==> src/hdl/tpbe_pkg.sv <==
// Shared types, character codes, character class helpers and a hex digit value helper for the packet byte encoder.
`timescale 1ns / 1ps

package tpbe_pkg;

    typedef enum logic [7:0] {
        MODE_IDLE    = 8'b0000_0001,
        MODE_NAME    = 8'b0000_0010,
        MODE_COMMENT = 8'b0000_0100,
        MODE_ESCAPE  = 8'b0000_1000,
        MODE_HEX     = 8'b0001_0000,
        MODE_NUMBER  = 8'b0010_0000,
        MODE_FLOAT   = 8'b0100_0000,
        MODE_HALT    = 8'b1000_0000
    } t_mode;

    typedef enum logic [1:0] {
        KIND_BYTE = 2'd0,
        KIND_WORD = 2'd1,
        KIND_INT  = 2'd2
    } t_kind;

    localparam logic [7:0] CH_NUL   = 8'h00;
    localparam logic [7:0] CH_TAB   = 8'h09;
    localparam logic [7:0] CH_LF    = 8'h0A;
    localparam logic [7:0] CH_SPACE = 8'h20;
    localparam logic [7:0] CH_HASH  = 8'h23;
    localparam logic [7:0] CH_MINUS = 8'h2D;
    localparam logic [7:0] CH_DOT   = 8'h2E;
    localparam logic [7:0] CH_BSL   = 8'h5C;
    localparam logic [7:0] CH_B     = 8'h62;
    localparam logic [7:0] CH_F     = 8'h66;
    localparam logic [7:0] CH_W     = 8'h77;
    localparam logic [7:0] CH_X     = 8'h78;

    function automatic logic is_digit(input logic [7:0] c);
        return (c >= 8'h30) && (c <= 8'h39);
    endfunction

    function automatic logic is_graph(input logic [7:0] c);
        return (c >= 8'h21) && (c <= 8'h7E);
    endfunction

    function automatic logic is_hex(input logic [7:0] c);
        return is_digit(c) || ((c >= 8'h61) && (c <= 8'h66)) || ((c >= 8'h41) && (c <= 8'h46));
    endfunction

    function automatic logic [3:0] hex_value(input logic [7:0] c);
        logic [7:0] v;
        v = 8'h00;
        if (is_digit(c)) begin
            v = c - 8'h30;
        end else if ((c >= 8'h61) && (c <= 8'h66)) begin
            v = c - 8'h57;
        end else if ((c >= 8'h41) && (c <= 8'h46)) begin
            v = c - 8'h37;
        end
        return v[3:0];
    endfunction

endpackage

==> src/hdl/text_to_packet_byte_encoder_core.sv <==
// Text to packet byte encoder: character parser and result byte serializer.
// A result byte appears in the cycle after its character is transferred in.
// Throughput: one character per cycle while each yields at most one byte and the
// output is ready; else input waits until the one-byte port takes the last byte.
// Reset: synchronous active low; parser idle, result buffer empty, byte_swap set to 1.
`timescale 1ns / 1ps

module text_to_packet_byte_encoder_core (
    input  logic       i_clk,
    input  logic       i_rst_n,
    input  logic       i_cfg_valid,
    output logic       o_cfg_ready,
    input  logic       i_cfg_data,        // byte_swap
    input  logic       i_s_axis_tvalid,
    output logic       o_s_axis_tready,
    input  logic [7:0] i_s_axis_tdata,    // ch
    input  logic       i_s_axis_tlast,    // text_last
    output logic       o_m_axis_tvalid,
    input  logic       i_m_axis_tready,
    output logic [7:0] o_m_axis_tdata,    // data_byte
    output logic       o_m_axis_tlast     // run_last
);
    import tpbe_pkg::*;

    t_mode       r_mode, n_mode;
    t_kind       r_kind, n_kind;
    logic        r_neg, n_neg;
    logic        r_sa, n_sa;
    logic        r_fs, n_fs;
    logic [31:0] r_acc, n_acc;
    logic [3:0]  r_hhn, n_hhn;
    logic        r_hh, n_hh;
    logic        r_swap;

    logic        take_flush, start, emit_ch, fl_en;
    logic [7:0]  ch_val;
    t_mode       fl_mode;
    t_kind       fl_kind;
    logic        fl_neg, fl_hh;
    logic [31:0] fl_acc;
    logic [3:0]  fl_hhn;
    logic [2:0]  fb_n;
    logic [31:0] fb_acc;
    logic        fb_neg;

    logic [2:0]  r_fl_n, r_total, r_idx;
    logic [31:0] r_fl_acc;
    logic        r_fl_neg;
    logic [7:0]  r_ch;

    logic        in_fire, out_fire;
    logic [7:0]  c;
    logic [31:0] w_val;
    logic [2:0]  w_npos, w_end;
    logic [1:0]  w_pos;
    logic [7:0]  w_fbyte;

    assign c = i_s_axis_tdata;

    always_comb begin
        n_mode = r_mode;
        n_kind = r_kind;
        n_neg = r_neg;
        n_sa = r_sa;
        n_fs = r_fs;
        n_acc = r_acc;
        n_hhn = r_hhn;
        n_hh = r_hh;
        take_flush = 1'b0;
        start = 1'b0;
        emit_ch = 1'b0;
        ch_val = c;

        unique case (r_mode)
            MODE_IDLE: begin
                start = 1'b1;
            end
            MODE_NAME: begin
                if (is_graph(c) && (c != CH_BSL)) begin
                    emit_ch = 1'b1;
                end else begin
                    start = 1'b1;
                end
            end
            MODE_COMMENT: begin
                if (c == CH_LF) begin
                    n_mode = MODE_IDLE;
                end else if (c == CH_NUL) begin
                    n_mode = MODE_HALT;
                end
            end
            MODE_ESCAPE: begin
                n_kind = KIND_BYTE;
                n_neg = 1'b0;
                n_sa = 1'b0;
                n_fs = 1'b0;
                n_acc = 32'd0;
                n_hhn = 4'd0;
                n_hh = 1'b0;
                priority if (c == CH_X) begin
                    n_mode = MODE_HEX;
                end else if ((c == CH_B) || (c == CH_W)) begin
                    n_mode = MODE_NUMBER;
                    n_kind = (c == CH_B) ? KIND_BYTE : KIND_WORD;
                    n_sa = 1'b1;
                end else if (c == CH_F) begin
                    n_mode = MODE_FLOAT;
                    n_sa = 1'b1;
                end else if (c == CH_MINUS) begin
                    n_mode = MODE_NUMBER;
                    n_kind = KIND_INT;
                    n_neg = 1'b1;
                end else if (is_digit(c)) begin
                    n_mode = MODE_NUMBER;
                    n_kind = KIND_INT;
                    n_acc = {28'd0, c[3:0]};
                end else if (c == CH_NUL) begin
                    n_mode = MODE_HALT;
                end else begin
                    emit_ch = 1'b1;
                    n_mode = MODE_IDLE;
                end
            end
            MODE_HEX: begin
                if (is_hex(c)) begin
                    if (r_hh) begin
                        emit_ch = 1'b1;
                        ch_val = {r_hhn, hex_value(c)};
                        n_hh = 1'b0;
                        n_hhn = 4'd0;
                    end else begin
                        n_hhn = hex_value(c);
                        n_hh = 1'b1;
                    end
                end else begin
                    take_flush = 1'b1;
                end
            end
            MODE_NUMBER: begin
                if (r_sa && (c == CH_MINUS)) begin
                    n_neg = 1'b1;
                    n_sa = 1'b0;
                end else if (is_digit(c)) begin
                    n_acc = {r_acc[28:0], 3'b000} + {r_acc[30:0], 1'b0} + {28'd0, c[3:0]};
                    n_sa = 1'b0;
                end else begin
                    take_flush = 1'b1;
                end
            end
            MODE_FLOAT: begin
                if (r_sa && (c == CH_MINUS)) begin
                    n_sa = 1'b0;
                end else if (is_digit(c)) begin
                    n_sa = 1'b0;
                end else if ((c == CH_DOT) && !r_fs) begin
                    n_sa = 1'b0;
                    n_fs = 1'b1;
                end else begin
                    take_flush = 1'b1;
                end
            end
            MODE_HALT: begin
            end
            default: begin
            end
        endcase

        if (take_flush) begin
            n_mode = MODE_IDLE;
            n_kind = KIND_BYTE;
            n_neg = 1'b0;
            n_sa = 1'b0;
            n_fs = 1'b0;
            n_acc = 32'd0;
            n_hhn = 4'd0;
            n_hh = 1'b0;
            start = 1'b1;
        end

        if (start) begin
            priority if ((c == CH_SPACE) || (c == CH_TAB) || (c == CH_LF)) begin
                n_mode = MODE_IDLE;
            end else if (c == CH_HASH) begin
                n_mode = MODE_COMMENT;
            end else if (c == CH_BSL) begin
                n_mode = MODE_ESCAPE;
            end else if (is_graph(c)) begin
                emit_ch = 1'b1;
                ch_val = c;
                n_mode = MODE_NAME;
            end else begin
                n_mode = MODE_HALT;
            end
        end

        fl_en = take_flush || i_s_axis_tlast;
        if (take_flush) begin
            fl_mode = r_mode;
            fl_kind = r_kind;
            fl_neg = r_neg;
            fl_acc = r_acc;
            fl_hh = r_hh;
            fl_hhn = r_hhn;
        end else begin
            fl_mode = n_mode;
            fl_kind = n_kind;
            fl_neg = n_neg;
            fl_acc = n_acc;
            fl_hh = n_hh;
            fl_hhn = n_hhn;
        end

        if (i_s_axis_tlast) begin
            n_mode = MODE_IDLE;
            n_kind = KIND_BYTE;
            n_neg = 1'b0;
            n_sa = 1'b0;
            n_fs = 1'b0;
            n_acc = 32'd0;
            n_hhn = 4'd0;
            n_hh = 1'b0;
        end

        fb_n = 3'd0;
        fb_acc = fl_acc;
        fb_neg = fl_neg;
        if (fl_en && (fl_mode == MODE_HEX) && fl_hh) begin
            fb_n = 3'd1;
            fb_acc = {28'd0, fl_hhn};
            fb_neg = 1'b0;
        end else if (fl_en && (fl_mode == MODE_NUMBER)) begin
            unique case (fl_kind)
                KIND_BYTE: fb_n = 3'd1;
                KIND_WORD: fb_n = 3'd2;
                KIND_INT:  fb_n = 3'd4;
                default:   fb_n = 3'd1;
            endcase
        end
    end

    assign w_val = r_fl_neg ? (32'd0 - r_fl_acc) : r_fl_acc;
    assign w_npos = r_fl_n - 3'd1;
    assign w_end = r_total - 3'd1;
    assign w_pos = (r_swap && (r_fl_n > 3'd1)) ? (w_npos[1:0] - r_idx[1:0]) : r_idx[1:0];

    always_comb begin
        unique case (w_pos)
            2'd0: w_fbyte = w_val[7:0];
            2'd1: w_fbyte = w_val[15:8];
            2'd2: w_fbyte = w_val[23:16];
            2'd3: w_fbyte = w_val[31:24];
            default: w_fbyte = w_val[7:0];
        endcase
    end

    assign o_m_axis_tvalid = (r_total != 3'd0);
    assign o_m_axis_tdata = (r_idx < r_fl_n) ? w_fbyte : r_ch;
    assign o_m_axis_tlast = (r_idx == w_end);
    assign out_fire = o_m_axis_tvalid && i_m_axis_tready;
    assign o_s_axis_tready = (r_total == 3'd0) || (i_m_axis_tready && o_m_axis_tlast);
    assign in_fire = i_s_axis_tvalid && o_s_axis_tready;
    assign o_cfg_ready = 1'b1;

    always_ff @(posedge i_clk) begin
        if (!i_rst_n) begin
            r_mode <= MODE_IDLE;
            r_kind <= KIND_BYTE;
            r_neg <= 1'b0;
            r_sa <= 1'b0;
            r_fs <= 1'b0;
            r_acc <= 32'd0;
            r_hhn <= 4'd0;
            r_hh <= 1'b0;
            r_swap <= 1'b1;
            r_total <= 3'd0;
            r_idx <= 3'd0;
        end else begin
            if (i_cfg_valid) begin
                r_swap <= i_cfg_data;
            end
            if (in_fire) begin
                r_mode <= n_mode;
                r_kind <= n_kind;
                r_neg <= n_neg;
                r_sa <= n_sa;
                r_fs <= n_fs;
                r_acc <= n_acc;
                r_hhn <= n_hhn;
                r_hh <= n_hh;
                r_total <= fb_n + {2'b00, emit_ch};
                r_idx <= 3'd0;
            end else if (out_fire) begin
                if (o_m_axis_tlast) begin
                    r_total <= 3'd0;
                end else begin
                    r_idx <= r_idx + 3'd1;
                end
            end
        end
    end

    always_ff @(posedge i_clk) begin
        if (in_fire) begin
            r_fl_n <= fb_n;
            r_fl_acc <= fb_acc;
            r_fl_neg <= fb_neg;
            r_ch <= ch_val;
        end
    end

endmodule
==> config.mk <==
export PLATFORM = sky130hd
export DESIGN_NAME = text_to_packet_byte_encoder_core
export DESIGN_NICKNAME = d
export VERILOG_FILES = /design/src/hdl/tpbe_pkg.sv /design/src/hdl/text_to_packet_byte_encoder_core.sv
export SDC_FILE = /design/constraint.sdc
export NUM_CORES = 1
export LEC_CHECK = 0
export ABC_AREA = 0
export BUFFER_PORTS_ARGS = -buffer_cell sky130_fd_sc_hd__buf_4
export CAP_MARGIN = 20
export CORE_ASPECT_RATIO = 0.75
export CORE_MARGIN = 5
export CORE_UTILIZATION = 25
export DETAILED_ROUTE_END_ITERATION = 10
export SLEW_MARGIN = 30
export SYNTH_ARGS = -nofsm -noshare
export SYNTH_HDL_FRONTEND = slang
export SYNTH_SLANG_ARGS = --single-unit
==> constraint.sdc <==
create_clock -name i_clk -period 4.86 [get_ports i_clk]
set_input_delay 0.972 -clock i_clk [delete_from_list [all_inputs] [get_ports i_clk]]
set_output_delay 0.972 -clock i_clk [all_outputs]
set_load 0.01 [all_outputs]
## Word-level counts from Yosys, hierarchy flattened

Index checks and enable logic that the tools add are counted.

| storage, ports and cells | value |
|---|---|
| flip-flop bits (word level) | 101 |
| input bits | 15 |
| logic and storage cells | 229 |

| cells by class | value |
|---|---|
| add/sub/neg operators | 11 |
| order comparisons | 10 |
| eq/ne operators | 32 |
| mux-type cells | 123 |
| bitwise logic cells | 2 |
| reduce and logical (&&, ||, !) cells | 35 |

Operators with widths:

| kind | count |
|---|---|
| $mux W8 | 25 |
| $mux W32 | 6 |
| $pmux W32 S2 | 1 |
| $mux W4 | 14 |
| $mux W1 | 51 |
| $eq A8 B6 Y1 const B | 6 |
| $eq A8 B7 Y1 const B | 6 |
| $add A32 B32 Y32 | 1 |
| $add A32 B4 Y32 | 1 |
| $pmux W8 S4 | 1 |
| $sub A1 B32 Y32 const A | 1 |
| $eq A8 B4 Y1 const B | 3 |
| $le A8 B7 Y1 const B | 3 |
| $mux W2 | 10 |
| $eq A8 B5 Y1 const B | 2 |
| $ge A8 B6 Y1 const B | 2 |
| $ge A8 B7 Y1 const B | 2 |
| $pmux W8 S2 | 1 |
| $mux W3 | 5 |
| $logic_and A1 B1 Y1 | 14 |
| $ne A4 B4 Y1 const B | 3 |
| $pmux W1 S3 | 3 |
| $eq A8 B1 Y1 const B | 1 |
| $eq A8 B2 Y1 const B | 1 |
| 34 further kinds | 50 |

## Longest topological paths before layout

Gate-level depths: netlist (run 1).

| depth | value |
|---|---|
| depth after elaboration | 17 |
| depth in mapped cells | 15 |

## Least setup slack after synthesis (run 1)

OpenSTA, ideal clock, no wires.

| timing path | value |
|---|---|
| path type | input to register |
| start | in i_s_axis_tdata[0] |
| end | reg r_total[1] |
| setup time | 0.126 ns |
| data arrival time | 3.747 ns |
| setup slack | 0.987 ns |
| stages on the path | 15 |
| buffers on the path | 0 |
| cells stage by stage | inv_1 ha_1 or4b_4 a21boi_1 o21ai_0 nand2b_2 ha_1 nand3_1 o211ai_2 nand3_2 a21oi_1 ha_1 ha_1 a22oi_1 nor2b_1 |

| between the ends | value |
|---|---|
| cells in the longest elaborated chain, start to end | 17 |
| elaborated cells between the ends (all ways) | 99 |
| those cells by class | 1 x add/sub; 8 x order compare; 16 x eq/ne; 57 x mux; 17 x reduce/logical |

RTL lines:

| element | RTL line | text |
|---|---|---|
| from (decl) | text_to_packet_byte_encoder_core.sv:16 | `input logic [7:0] i_s_axis_tdata,` |
| $ge A8 B6 Y1, or another cell as far along | tpbe_pkg.sv:37 | `return (c >= 8'h30) && (c <= 8'h39);` |
| $logic_and A1 B1 Y1 or $mux W8 (tied branches) | tpbe_pkg.sv:37, text_to_packet_byte_encoder_core.sv:117 |  |
| $mux W8 | text_to_packet_byte_encoder_core.sv:113 | `end else if (is_digit(c)) begin` |
| $mux W8 | text_to_packet_byte_encoder_core.sv:109 | `end else if (c == CH_MINUS) begin` |
| $mux W8 | text_to_packet_byte_encoder_core.sv:106 | `end else if (c == CH_F) begin` |
| $mux W8 | text_to_packet_byte_encoder_core.sv:102 | `end else if ((c == CH_B) \|\| (c == CH_W)) begin` |
| $mux W8 | text_to_packet_byte_encoder_core.sv:100 | `priority if (c == CH_X) begin` |
| $pmux W8 S2 | text_to_packet_byte_encoder_core.sv:74 | `unique case (r_mode)` |
| (+2 left out) | -- |  |
| $mux W8 | text_to_packet_byte_encoder_core.sv:197 | `if (take_flush) begin` |
| $eq A8 B6 Y1 or $eq A8 B5 Y1 (tied branches) | text_to_packet_byte_encoder_core.sv:231, text_to_packet_byte_encoder_core.sv:227 |  |
| $logic_and A1 B1 Y1, on equally long branches | text_to_packet_byte_encoder_core.sv:231, text_to_packet_byte_encoder_core.sv:227 |  |
| $mux W3 or $logic_and A1 B1 Y1 (tied branches) | text_to_packet_byte_encoder_core.sv:231, text_to_packet_byte_encoder_core.sv:227 |  |
| $mux W3 * | text_to_packet_byte_encoder_core.sv:227 | `if (fl_en && (fl_mode == MODE_HEX) && fl_hh) begin` |
| via fb_n[0] | text_to_packet_byte_encoder_core.sv:42 | `logic [2:0] fb_n;` |
| $add A3 B1 Y3 * | text_to_packet_byte_encoder_core.sv:290 | `r_total <= fb_n + {2'b00, emit_ch};` |
| $mux W3 * | text_to_packet_byte_encoder_core.sv:281 | `if (in_fire) begin` |
| to (signal assigned) | text_to_packet_byte_encoder_core.sv:290 |  |
| to (decl) | text_to_packet_byte_encoder_core.sv:46 | `logic [2:0] r_fl_n, r_total, r_idx;` |

Mark *: on every way through the listed nets, which the timed path passes. The rest lies on a longest branch.
A chain may end at the register's enable or synchronous reset.

## Worst setup path in the final report (run 1)

| timing path | value |
|---|---|
| start | reg r_fl_acc[6] |
| end | out o_m_axis_tdata[6] |

| between the ends | value |
|---|---|
| cells in the longest elaborated chain, start to end | 4 |

RTL lines:

| element | RTL line | text |
|---|---|---|
| from (decl) | text_to_packet_byte_encoder_core.sv:47 | `logic [31:0] r_fl_acc;` |
| from (signal assigned) | text_to_packet_byte_encoder_core.sv:305 | `r_fl_acc <= fb_acc;` |
| $sub A1 B32 Y32 | text_to_packet_byte_encoder_core.sv:241 | `assign w_val = r_fl_neg ? (32'd0 - r_fl_acc) : r_fl_acc;` |
| $mux W32 * | text_to_packet_byte_encoder_core.sv:241 |  |
| $pmux W8 S4 * | text_to_packet_byte_encoder_core.sv:247 | `unique case (w_pos)` |
| $mux W8 * | text_to_packet_byte_encoder_core.sv:257 | `assign o_m_axis_tdata = (r_idx < r_fl_n) ? w_fbyte : r_ch;` |
| to (decl) | text_to_packet_byte_encoder_core.sv:20 | `output logic [7:0] o_m_axis_tdata,` |

Every way passes the cells marked *; elsewhere a longest branch is shown, timed or not.

==> results of run 1 <==
[power groups by stage]
stage / logic [W] / clock network (W) / registers (W)
after global routing: 0.000278 / 0.000772 / 0.000935
after floorplan: 0.000173 / 0 / 0.000941
after CTS: 0.000251 / 0.000736 / 0.000931
after detailed placement: 0.000250 / 0 / 0.000951
after global placement: 0.000247 / 0 / 0.000950
final: 0.000253 / 0.000723 / 0.000932
[worst max-delay path, cell delays in order, from the launching register on]
cell      delay [ps]
edfxtp_1         470
or4_1            680
nor4b_2          370
nand4_1          270
o21ai_0          300
xnor2_1          170
nor2_1            60
a211oi_1         210
a21oi_1           80
o21ai_0          200
buf_4            170
[per-stage QoR]
stage	power, W	cell area (µm²)	instances
after floorplan	0.00111	8220	969
after global placement	0.00120	8820	1401
after detailed placement	0.00120	8820	1401
after CTS	0.00192	9110	1417
after global routing	0.00198	9110	1417
final	0.00191	9110	1417
[cell families (layout without fill, tap and decap cells)]
| kind of cell | Yosys count | count (layout) | share of synthesized area [%] |
|---|---|---|---|
| compound gates | 295 | 295 | 24.2 |
| xor+xnor | 66 | 66 | 7.20 |
| fa+ha+maj | 76 | 76 | 11.8 |
| buf+inv | 76 | 82 | 4.11 |
| flops | 101 | 101 | 30.0 |
| mux | 9 | 9 | 1.13 |
| other cells | 1 | 1 | 0.0456 |
| simple gates | 345 | 345 | 21.6 |
[layer usage]
layer	track usage, %	vias up
li1	-	3592
met1	20.2	3372
met2	15.7	256
met3	3.09	19
met4	2.51	0
met5	0	-
[final timing paths]
check,from,to,slack [ps],cells past startpoint
max reg2reg,r_acc[0],r_fl_acc[31],1340,11
max,r_fl_acc[6],o_m_axis_tdata[6],560,10
min reg2reg,r_acc[31],r_acc[31],460,2
min,r_acc[31],r_acc[31],460,2
[layout by cell type, fill, tap and decap left out, types with 12 or more instances in the layout]
cell and instances:
nor2_1 71, buf_4 37, a31oi_1 16, inv_1 28, a21oi_1 66, xor2_1 31
dfxtp_1 57, nor2b_1 15, xnor2_1 34, nand3_1 35, o21ai_0 72, o31ai_1 12
ha_1 74, a22o_1 25, nor3_1 19, nand2_1 108, edfxtp_1 44
[state kept, by name (all words and copies together), names as in the netlist, 2 cells and up]
name	flops
r_total	3
r_hhn	4
r_idx	3
r_acc	32
r_ch	8
r_fl_n	3
r_kind	2
r_fl_acc	32
r_mode	8
[area by class of cell]
class | instances | area, µm²
clock buffer | 10 | 229
clock inverter | 6 | 61.3
fill | 3424 | 23300
inverter | 29 | 109
multi-input combinational | 792 | 5420
sequential | 101 | 2460
tap | 442 | 553
timing repair buffer | 37 | 278
==> metrics.md, run 1 <==
| Metric | Value |
|---|---|
| Skew-Pair Late Insertion Delay | 360 ps |
| Fin worst setup slack | 556 ps |
| DRT met1 WL | 12,000 µm |
| Mapped Cells | 969 |
| # rows | 57 |
| N_diodes | 0 |
| Wire length per cell | 15.8 µm |
| Place WS | 531 ps |
| Die Area | 36,600 µm² |
| Crit-path max FO | 6 |
| TritonCTS clock tree | done |
| Clock Tree Root | clkbuf_16 |
| Sequential Power Share | 48.8% |
| Routed WL | 22,500 µm |
| P_int | 0.00140 W |
| Top cells by count, synth | 109 x nand2_1, 74 x ha_1, 72 x o21ai_0, 71 x nor2_1, 66 x a21oi_1 |
| Dpl hpwl | 17,300 µm |
| Initial Util | 25.3% |
| Skew final | 12.7 ps |
| Inserted Clock Buffers | 9 |
| Postcts setup bufs | 0 |
| Warnings, synthesis | 0 |
| Area Overhead vs Synth | 10.9% |
| DRT iter0 DRCs | 750 |
| # IOs | 27 |
| Highest clock rate | 232 MHz |
| Vias | 7,239 |
| Clk pwr share | 37.9% |
| CTS Buffer Depth | 2 |
| Prevailing post-synth register cell | dfxtp_1 |
| # clock sinks | 101 |
| Synth Net Count | 1,060 |
| Relative slew slack | 39.4% |
| Sw frac | 26.5% |
| Number of flops mapped to enable cells by yosys | 44 |
| Critical Path AT | 3330 ps |
| Clock slew at reported path FFs | 70 ps |
| Synth Cell Area | 8220 µm² |
| Final setup viols | 0 |
| Switching power | 0.000506 W |
| Met3 Routed Length | 1740 µm |
| Max-Cap Viols | 0 |
| Post-CTS Resized | 0 |
| Final GP Congestion | 0.915 |
| Final setup TNS | 0 ps |
| DR DRC count | 0 |
| Worst Path Required | 3890 ps |
| Final design utilization | 28.1% |
| Top Layer Used | met4 |
| Gr ovfl total | 0 |
| Hold_buf cts | 0 |
| Async S/R FF share, synth | 0% |
| Critical Path Sink Type | output port |
| #FFs+latches synth | 101 |
| Worst VDD drop | 168 µV |
| First-pass GRT wire length | 36,900 µm |
| Worst setup SP type | register |
| Met2 wire len | 8510 µm |
| Syn avg cell area | 8.48 µm² |
| Hold Crit Class | reg -> reg |
| Share of post-route cells with drive strength above 1 | 9.74% |
| Pins Over Slew Limit | 0 |
| DR pass1 iterations | 5 |
| Comb pwr share | 13.3% |
| Die W | 219 µm |
| Worst-margin pin slew | 909 ps |
| Routed vias/inst | 5.11 |
| Total track usage | 12.3% |
| Hold_ws | 456 ps |
| Fin crit period | 4300 ps |
| Pin count of the biggest net entering global routing | 51 |
| Top cell type's share of synthesized area | 16.1% |
| Number of antenna violations at the first check in global routing | 0 |
| Seq/Total Area, Yosys | 30.0% |
| Leakage Power | 3.66 nW |
| Nets | 1,061 |
| PortBufs | 25 |
| Die Ht | 167 µm |
| Leading area contributor after synthesis | edfxtp_1 |
| H-tree depth | 3 |
| Tcrit/Tclk final | 88.6% |
| Netlist cell types | 91 |
| Vias in the first global route | 6,647 |
| CP Class | reg -> out |
| Top post-synthesis cells by area | edfxtp_1 16%, dfxtp_1 14%, ha_1 11% |
| Hold Fails Final Rpt | 0 |
| Count leader, synth | nand2_1 |
| Pwr/cell area | 209 nW/µm² |
| Post-route ant nets | 0 |
| Outcome | finished, final reports clean |
| Core ar. | 32,400 µm² |
| Unrepaired setup endpoints after global routing | no |
(Power assumes the default switching activity.)
==> inputs of run 2 (changes only) <==
Settings changed: ABC_AREA 0 to 1.
==> run 2 against run 1 <==
Against the previous run:
- utilization grew 0.43 points
- via count increased by 17%
- largest power group unchanged
- fmax grew 4.1%
- register-to-register slack got worse by 160 ps
- power rose by 2.8%
==> metrics.md, run 2 <==
| Metric | Value |
|---|---|
| Synth Cell Area | 8570 µm² (was 8220 µm²) |
| Leading area contributor after synthesis | edfxtp_1 (unchanged) |
| Highest clock rate | 242 MHz (was 232 MHz) |
| Die W | 224 µm (was 219 µm) |
| Final design utilization | 28.5% (was 28.1%) |
| Nets | 1,384 (was 1,061) |
| Pins Over Slew Limit | 0 (unchanged) |
| Count leader, synth | nand2_1 (unchanged) |
| Top cell type's share of synthesized area | 15.4% (was 16.1%) |
| Relative slew slack | 55.7% (was 39.4%) |
| Skew final | 8.34 ps (was 12.7 ps) |
| # clock sinks | 101 (unchanged) |
| Die Area | 38,100 µm² (was 36,600 µm²) |
| Post-route ant nets | 0 (unchanged) |
| Crit-path max FO | 6 (unchanged) |
| Critical Path Sink Type | register (was output port) |
| #FFs+latches synth | 101 (unchanged) |
| Seq/Total Area, Yosys | 28.7% (was 30.0%) |
| CP top delay family | compound AO/OA/AOI/OAI gates (was simple AND/OR/NAND/NOR gates) |
| Hold Fails Final Rpt | 0 (unchanged) |
| # IOs | 27 (unchanged) |
| PortBufs | 25 (unchanged) |
| N_diodes | 0 (unchanged) |
| TritonCTS clock tree | done (unchanged) |
| H-tree depth | 3 (unchanged) |
| Buf/Inv on CP | 3 (was 1) |
| Postcts setup bufs | 0 (unchanged) |
| Post-synthesis simple-gate area fraction | 27.5% (was 21.6%) |
| Most frequent cells in the layout | 240 x nand2_1, 202 x inv_1, 146 x nor2_1, 114 x o21ai_0, 105 x nand3_1 (was 108 x nand2_1, 74 x ha_1, 72 x o21ai_0, 71 x nor2_1, 66 x a21oi_1) |
| Skew-Pair Late Insertion Delay | 350 ps (was 360 ps) |
| Total track usage | 13.6% (was 12.3%) |
| Main combinational cell family by area after synthesis | simple AND/OR/NAND/NOR gates (was compound AO/OA/AOI/OAI gates) |
| DR DRC count | 0 (unchanged) |
| Async S/R FF share, synth | 0% (unchanged) |
| Inserted Clock Buffers | 9 (unchanged) |
| Hold_buf cts | 0 (unchanged) |
| Number of antenna violations at the first check in global routing | 0 (unchanged) |
| Share of post-route cells with drive strength above 1 | 6.93% (was 9.74%) |
| First-pass GRT wire length | 42,400 µm (was 36,900 µm) |
| Worst-margin pin slew | 664 ps (was 909 ps) |
| Final setup TNS | 0 ps (unchanged) |
| Top post-synthesis cells by area | edfxtp_1 15%, dfxtp_1 13%, ha_1 11% (was edfxtp_1 16%, dfxtp_1 14%, ha_1 11%) |
| DRT iter0 DRCs | 758 (was 750) |
| Clock Tree Root | clkbuf_16 (unchanged) |
| Crit path largest cell delay | 560 ps (was 680 ps) |
| Routed WL | 26,100 µm (was 22,500 µm) |
| Wire length per cell | 14.9 µm (was 15.8 µm) |
| Final GP Congestion | 0.924 (was 0.915) |
| Worst Path Required | 4940 ps (was 3890 ps) |
| Netlist cell types | 53 (was 91) |
| Die Ht | 170 µm (was 167 µm) |
| DR pass1 iterations | 6 (was 5) |
| Top flop regs | r_acc (32), r_fl_acc (32) (unchanged) |
| Post-synthesis adder-cell area fraction | 11.3% (was 11.8%) |
| Most common cell after layout, fill and taps aside | nand2_1 (unchanged) |
| # rows | 58 (was 57) |
| Dpl hpwl | 20,900 µm (was 17,300 µm) |
| Mapped Cells | 1,272 (was 969) |
| CP Class | in -> reg (was reg -> out) |
| Unrepaired setup endpoints after global routing | no (unchanged) |
| Outcome | finished, final reports clean (unchanged) |
| Syn avg cell area | 6.74 µm² (was 8.48 µm²) |
| Vias | 8,477 (was 7,239) |
| Vias in the first global route | 7,953 (was 6,647) |
| Worst VDD drop | 173 µV (was 168 µV) |
| Prevailing post-synth register cell | dfxtp_1 (unchanged) |
| Compound-Gate Fraction of Synth Area | 19.3% (was 24.2%) |
| Worst setup SP type | input port (was register) |
| Slowest cell on crit path | fa_1 (was or4_1) |
| Xor/xnor share of the synthesized area | 2.04% (was 7.20%) |
| Pwr/cell area | 204 nW/µm² (was 209 nW/µm²) |
| Tcrit/Tclk final | 85.1% (was 88.6%) |
| Top cells by count, synth | 240 x nand2_1, 202 x inv_1, 146 x nor2_1, 114 x o21ai_0, 105 x nand3_1 (was 109 x nand2_1, 74 x ha_1, 72 x o21ai_0, 71 x nor2_1, 66 x a21oi_1) |
| Post-synthesis mux area share | 0% (was 1.13%) |
| Post-CTS Resized | 0 (unchanged) |
| Critical Path AT | 4210 ps (was 3330 ps) |
| Clock slew at reported path FFs | 70 ps (about the same) |
| Hold Crit Class | reg -> reg (unchanged) |
| Gr ovfl total | 0 (unchanged) |
| Final setup viols | 0 (unchanged) |
| Max-Cap Viols | 0 (unchanged) |
| Pin count of the biggest net entering global routing | 46 (was 51) |
| Leakage Power | 4.26 nW (was 3.66 nW) |
| Number of flops mapped to enable cells by yosys | 44 (unchanged) |
| Warnings, synthesis | 0 (unchanged) |
| Crit path top cell by count | nand3_1 (was o21ai_0) |
| Fin crit period | 4130 ps (was 4300 ps) |
| Initial Util | 25.5% (was 25.3%) |
| Cell Chain, Critical Path | buf_4 > fa_1 > inv_1 > fa_1 > inv_1 > nand3_1 > nand3_1 > a21oi_1 > o21ai_0 > a21boi_0 > o21ai_0 > nand3_1 > nand3_1 > nand3_1 > nand2_1 > a21oi_1 (was or4_1 > nor4b_2 > nand4_1 > o21ai_0 > xnor2_1 > nor2_1 > a211oi_1 > a21oi_1 > o21ai_0 > buf_4) |
| Core ar. | 33,700 µm² (was 32,400 µm²) |
| CTS Buffer Depth | 2 (unchanged) |
| Area Overhead vs Synth | 12.0% (was 10.9%) |
| Synth Net Count | 1,363 (was 1,060) |
| Routed vias/inst | 4.85 (was 5.11) |
[run 2: logic make-up (layout without fill, tap and decap cells)]
| kind of cell | count (synthesis) | in the layout |
|---|---|---|
| adder cells (fa/ha/maj) | 76 | 76 |
| flip-flops | 101 | 101 |
| AND/OR/NAND/NOR | 551 | 551 |
| AO/OA/AOI/OAI | 279 | 279 |
| XOR/XNOR | 20 | 20 |
| other | 1 | 1 |
| buffers and inverters | 244 | 270 |
[run 2: report_power, final]
group | internal, W | switching [W] | total [W]
combinational | 0.0000934 | 0.000186 | 0.000280
sequential | 0.000911 | 0.0000209 | 0.000932
clock | 0.000409 | 0.000340 | 0.000748
[run 2: worst paths after layout]
kind                          start            to  slack (ps)  cells after the start
setup / recovery  i_s_axis_tdata[3]  r_fl_acc[24]         730                     16
hold / removal            r_acc[31]     r_acc[31]         460                      2
setup reg to reg           r_acc[0]  r_fl_acc[24]        1180                     15
hold reg to reg           r_acc[31]     r_acc[31]         460                      2
[run 2: area by class of cell]
| type | count | area (µm²) |
|---|---|---|
| fill | 3676 | 24100 |
| multi-input combinational | 927 | 5160 |
| sequential | 101 | 2460 |
| inverter | 215 | 807 |
| tap | 450 | 563 |
| timing repair buffer | 39 | 300 |
| clock buffer | 10 | 229 |
| clock inverter | 6 | 80.1 |
[run 2: through the flow]
| stage | setup slack [ps] | instance area [µm²] | instances | hold slack (ps) | power [W] |
|---|---|---|---|---|---|
| detailed placement | 440 | 9280 | 1731 | 450 | 0.00123 |
| CTS | 793 | 9590 | 1747 | 462 | 0.00197 |
| finish | 725 | 9600 | 1748 | 461 | 0.00196 |
| global route | 295 | 9600 | 1748 | 492 | 0.00205 |
| floorplan | 1200 | 8570 | 1272 | 426 | 0.00112 |
| global placement | 590 | 9280 | 1731 | 439 | 0.00123 |
[run 2: metal layers]
| layer | vias up | track usage, % | wire length (µm) |
|---|---|---|---|
| met3 | 22 | 1.78 | 1590 |
| met5 | - | 0 | 0 |
| met2 | 245 | 19.7 | 10300 |
| met1 | 3893 | 21.5 | 13800 |
| li1 | 4317 | - | - |
| met4 | 0 | 2.80 | 298 |
[run 2: worst reg2reg max path, stage by stage, from the launching register on]
cell and delay [ps]:
dfxtp_1 350, fa_1 540, inv_1 60, fa_1 450, inv_1 70, nand3_1 60, nand3_1 150, a21oi_1 130
o21ai_0 370, a21boi_0 240, o21ai_0 400, nand3_1 190, nand3_1 110, nand3_1 110, nand2_1 110, a21oi_1 70
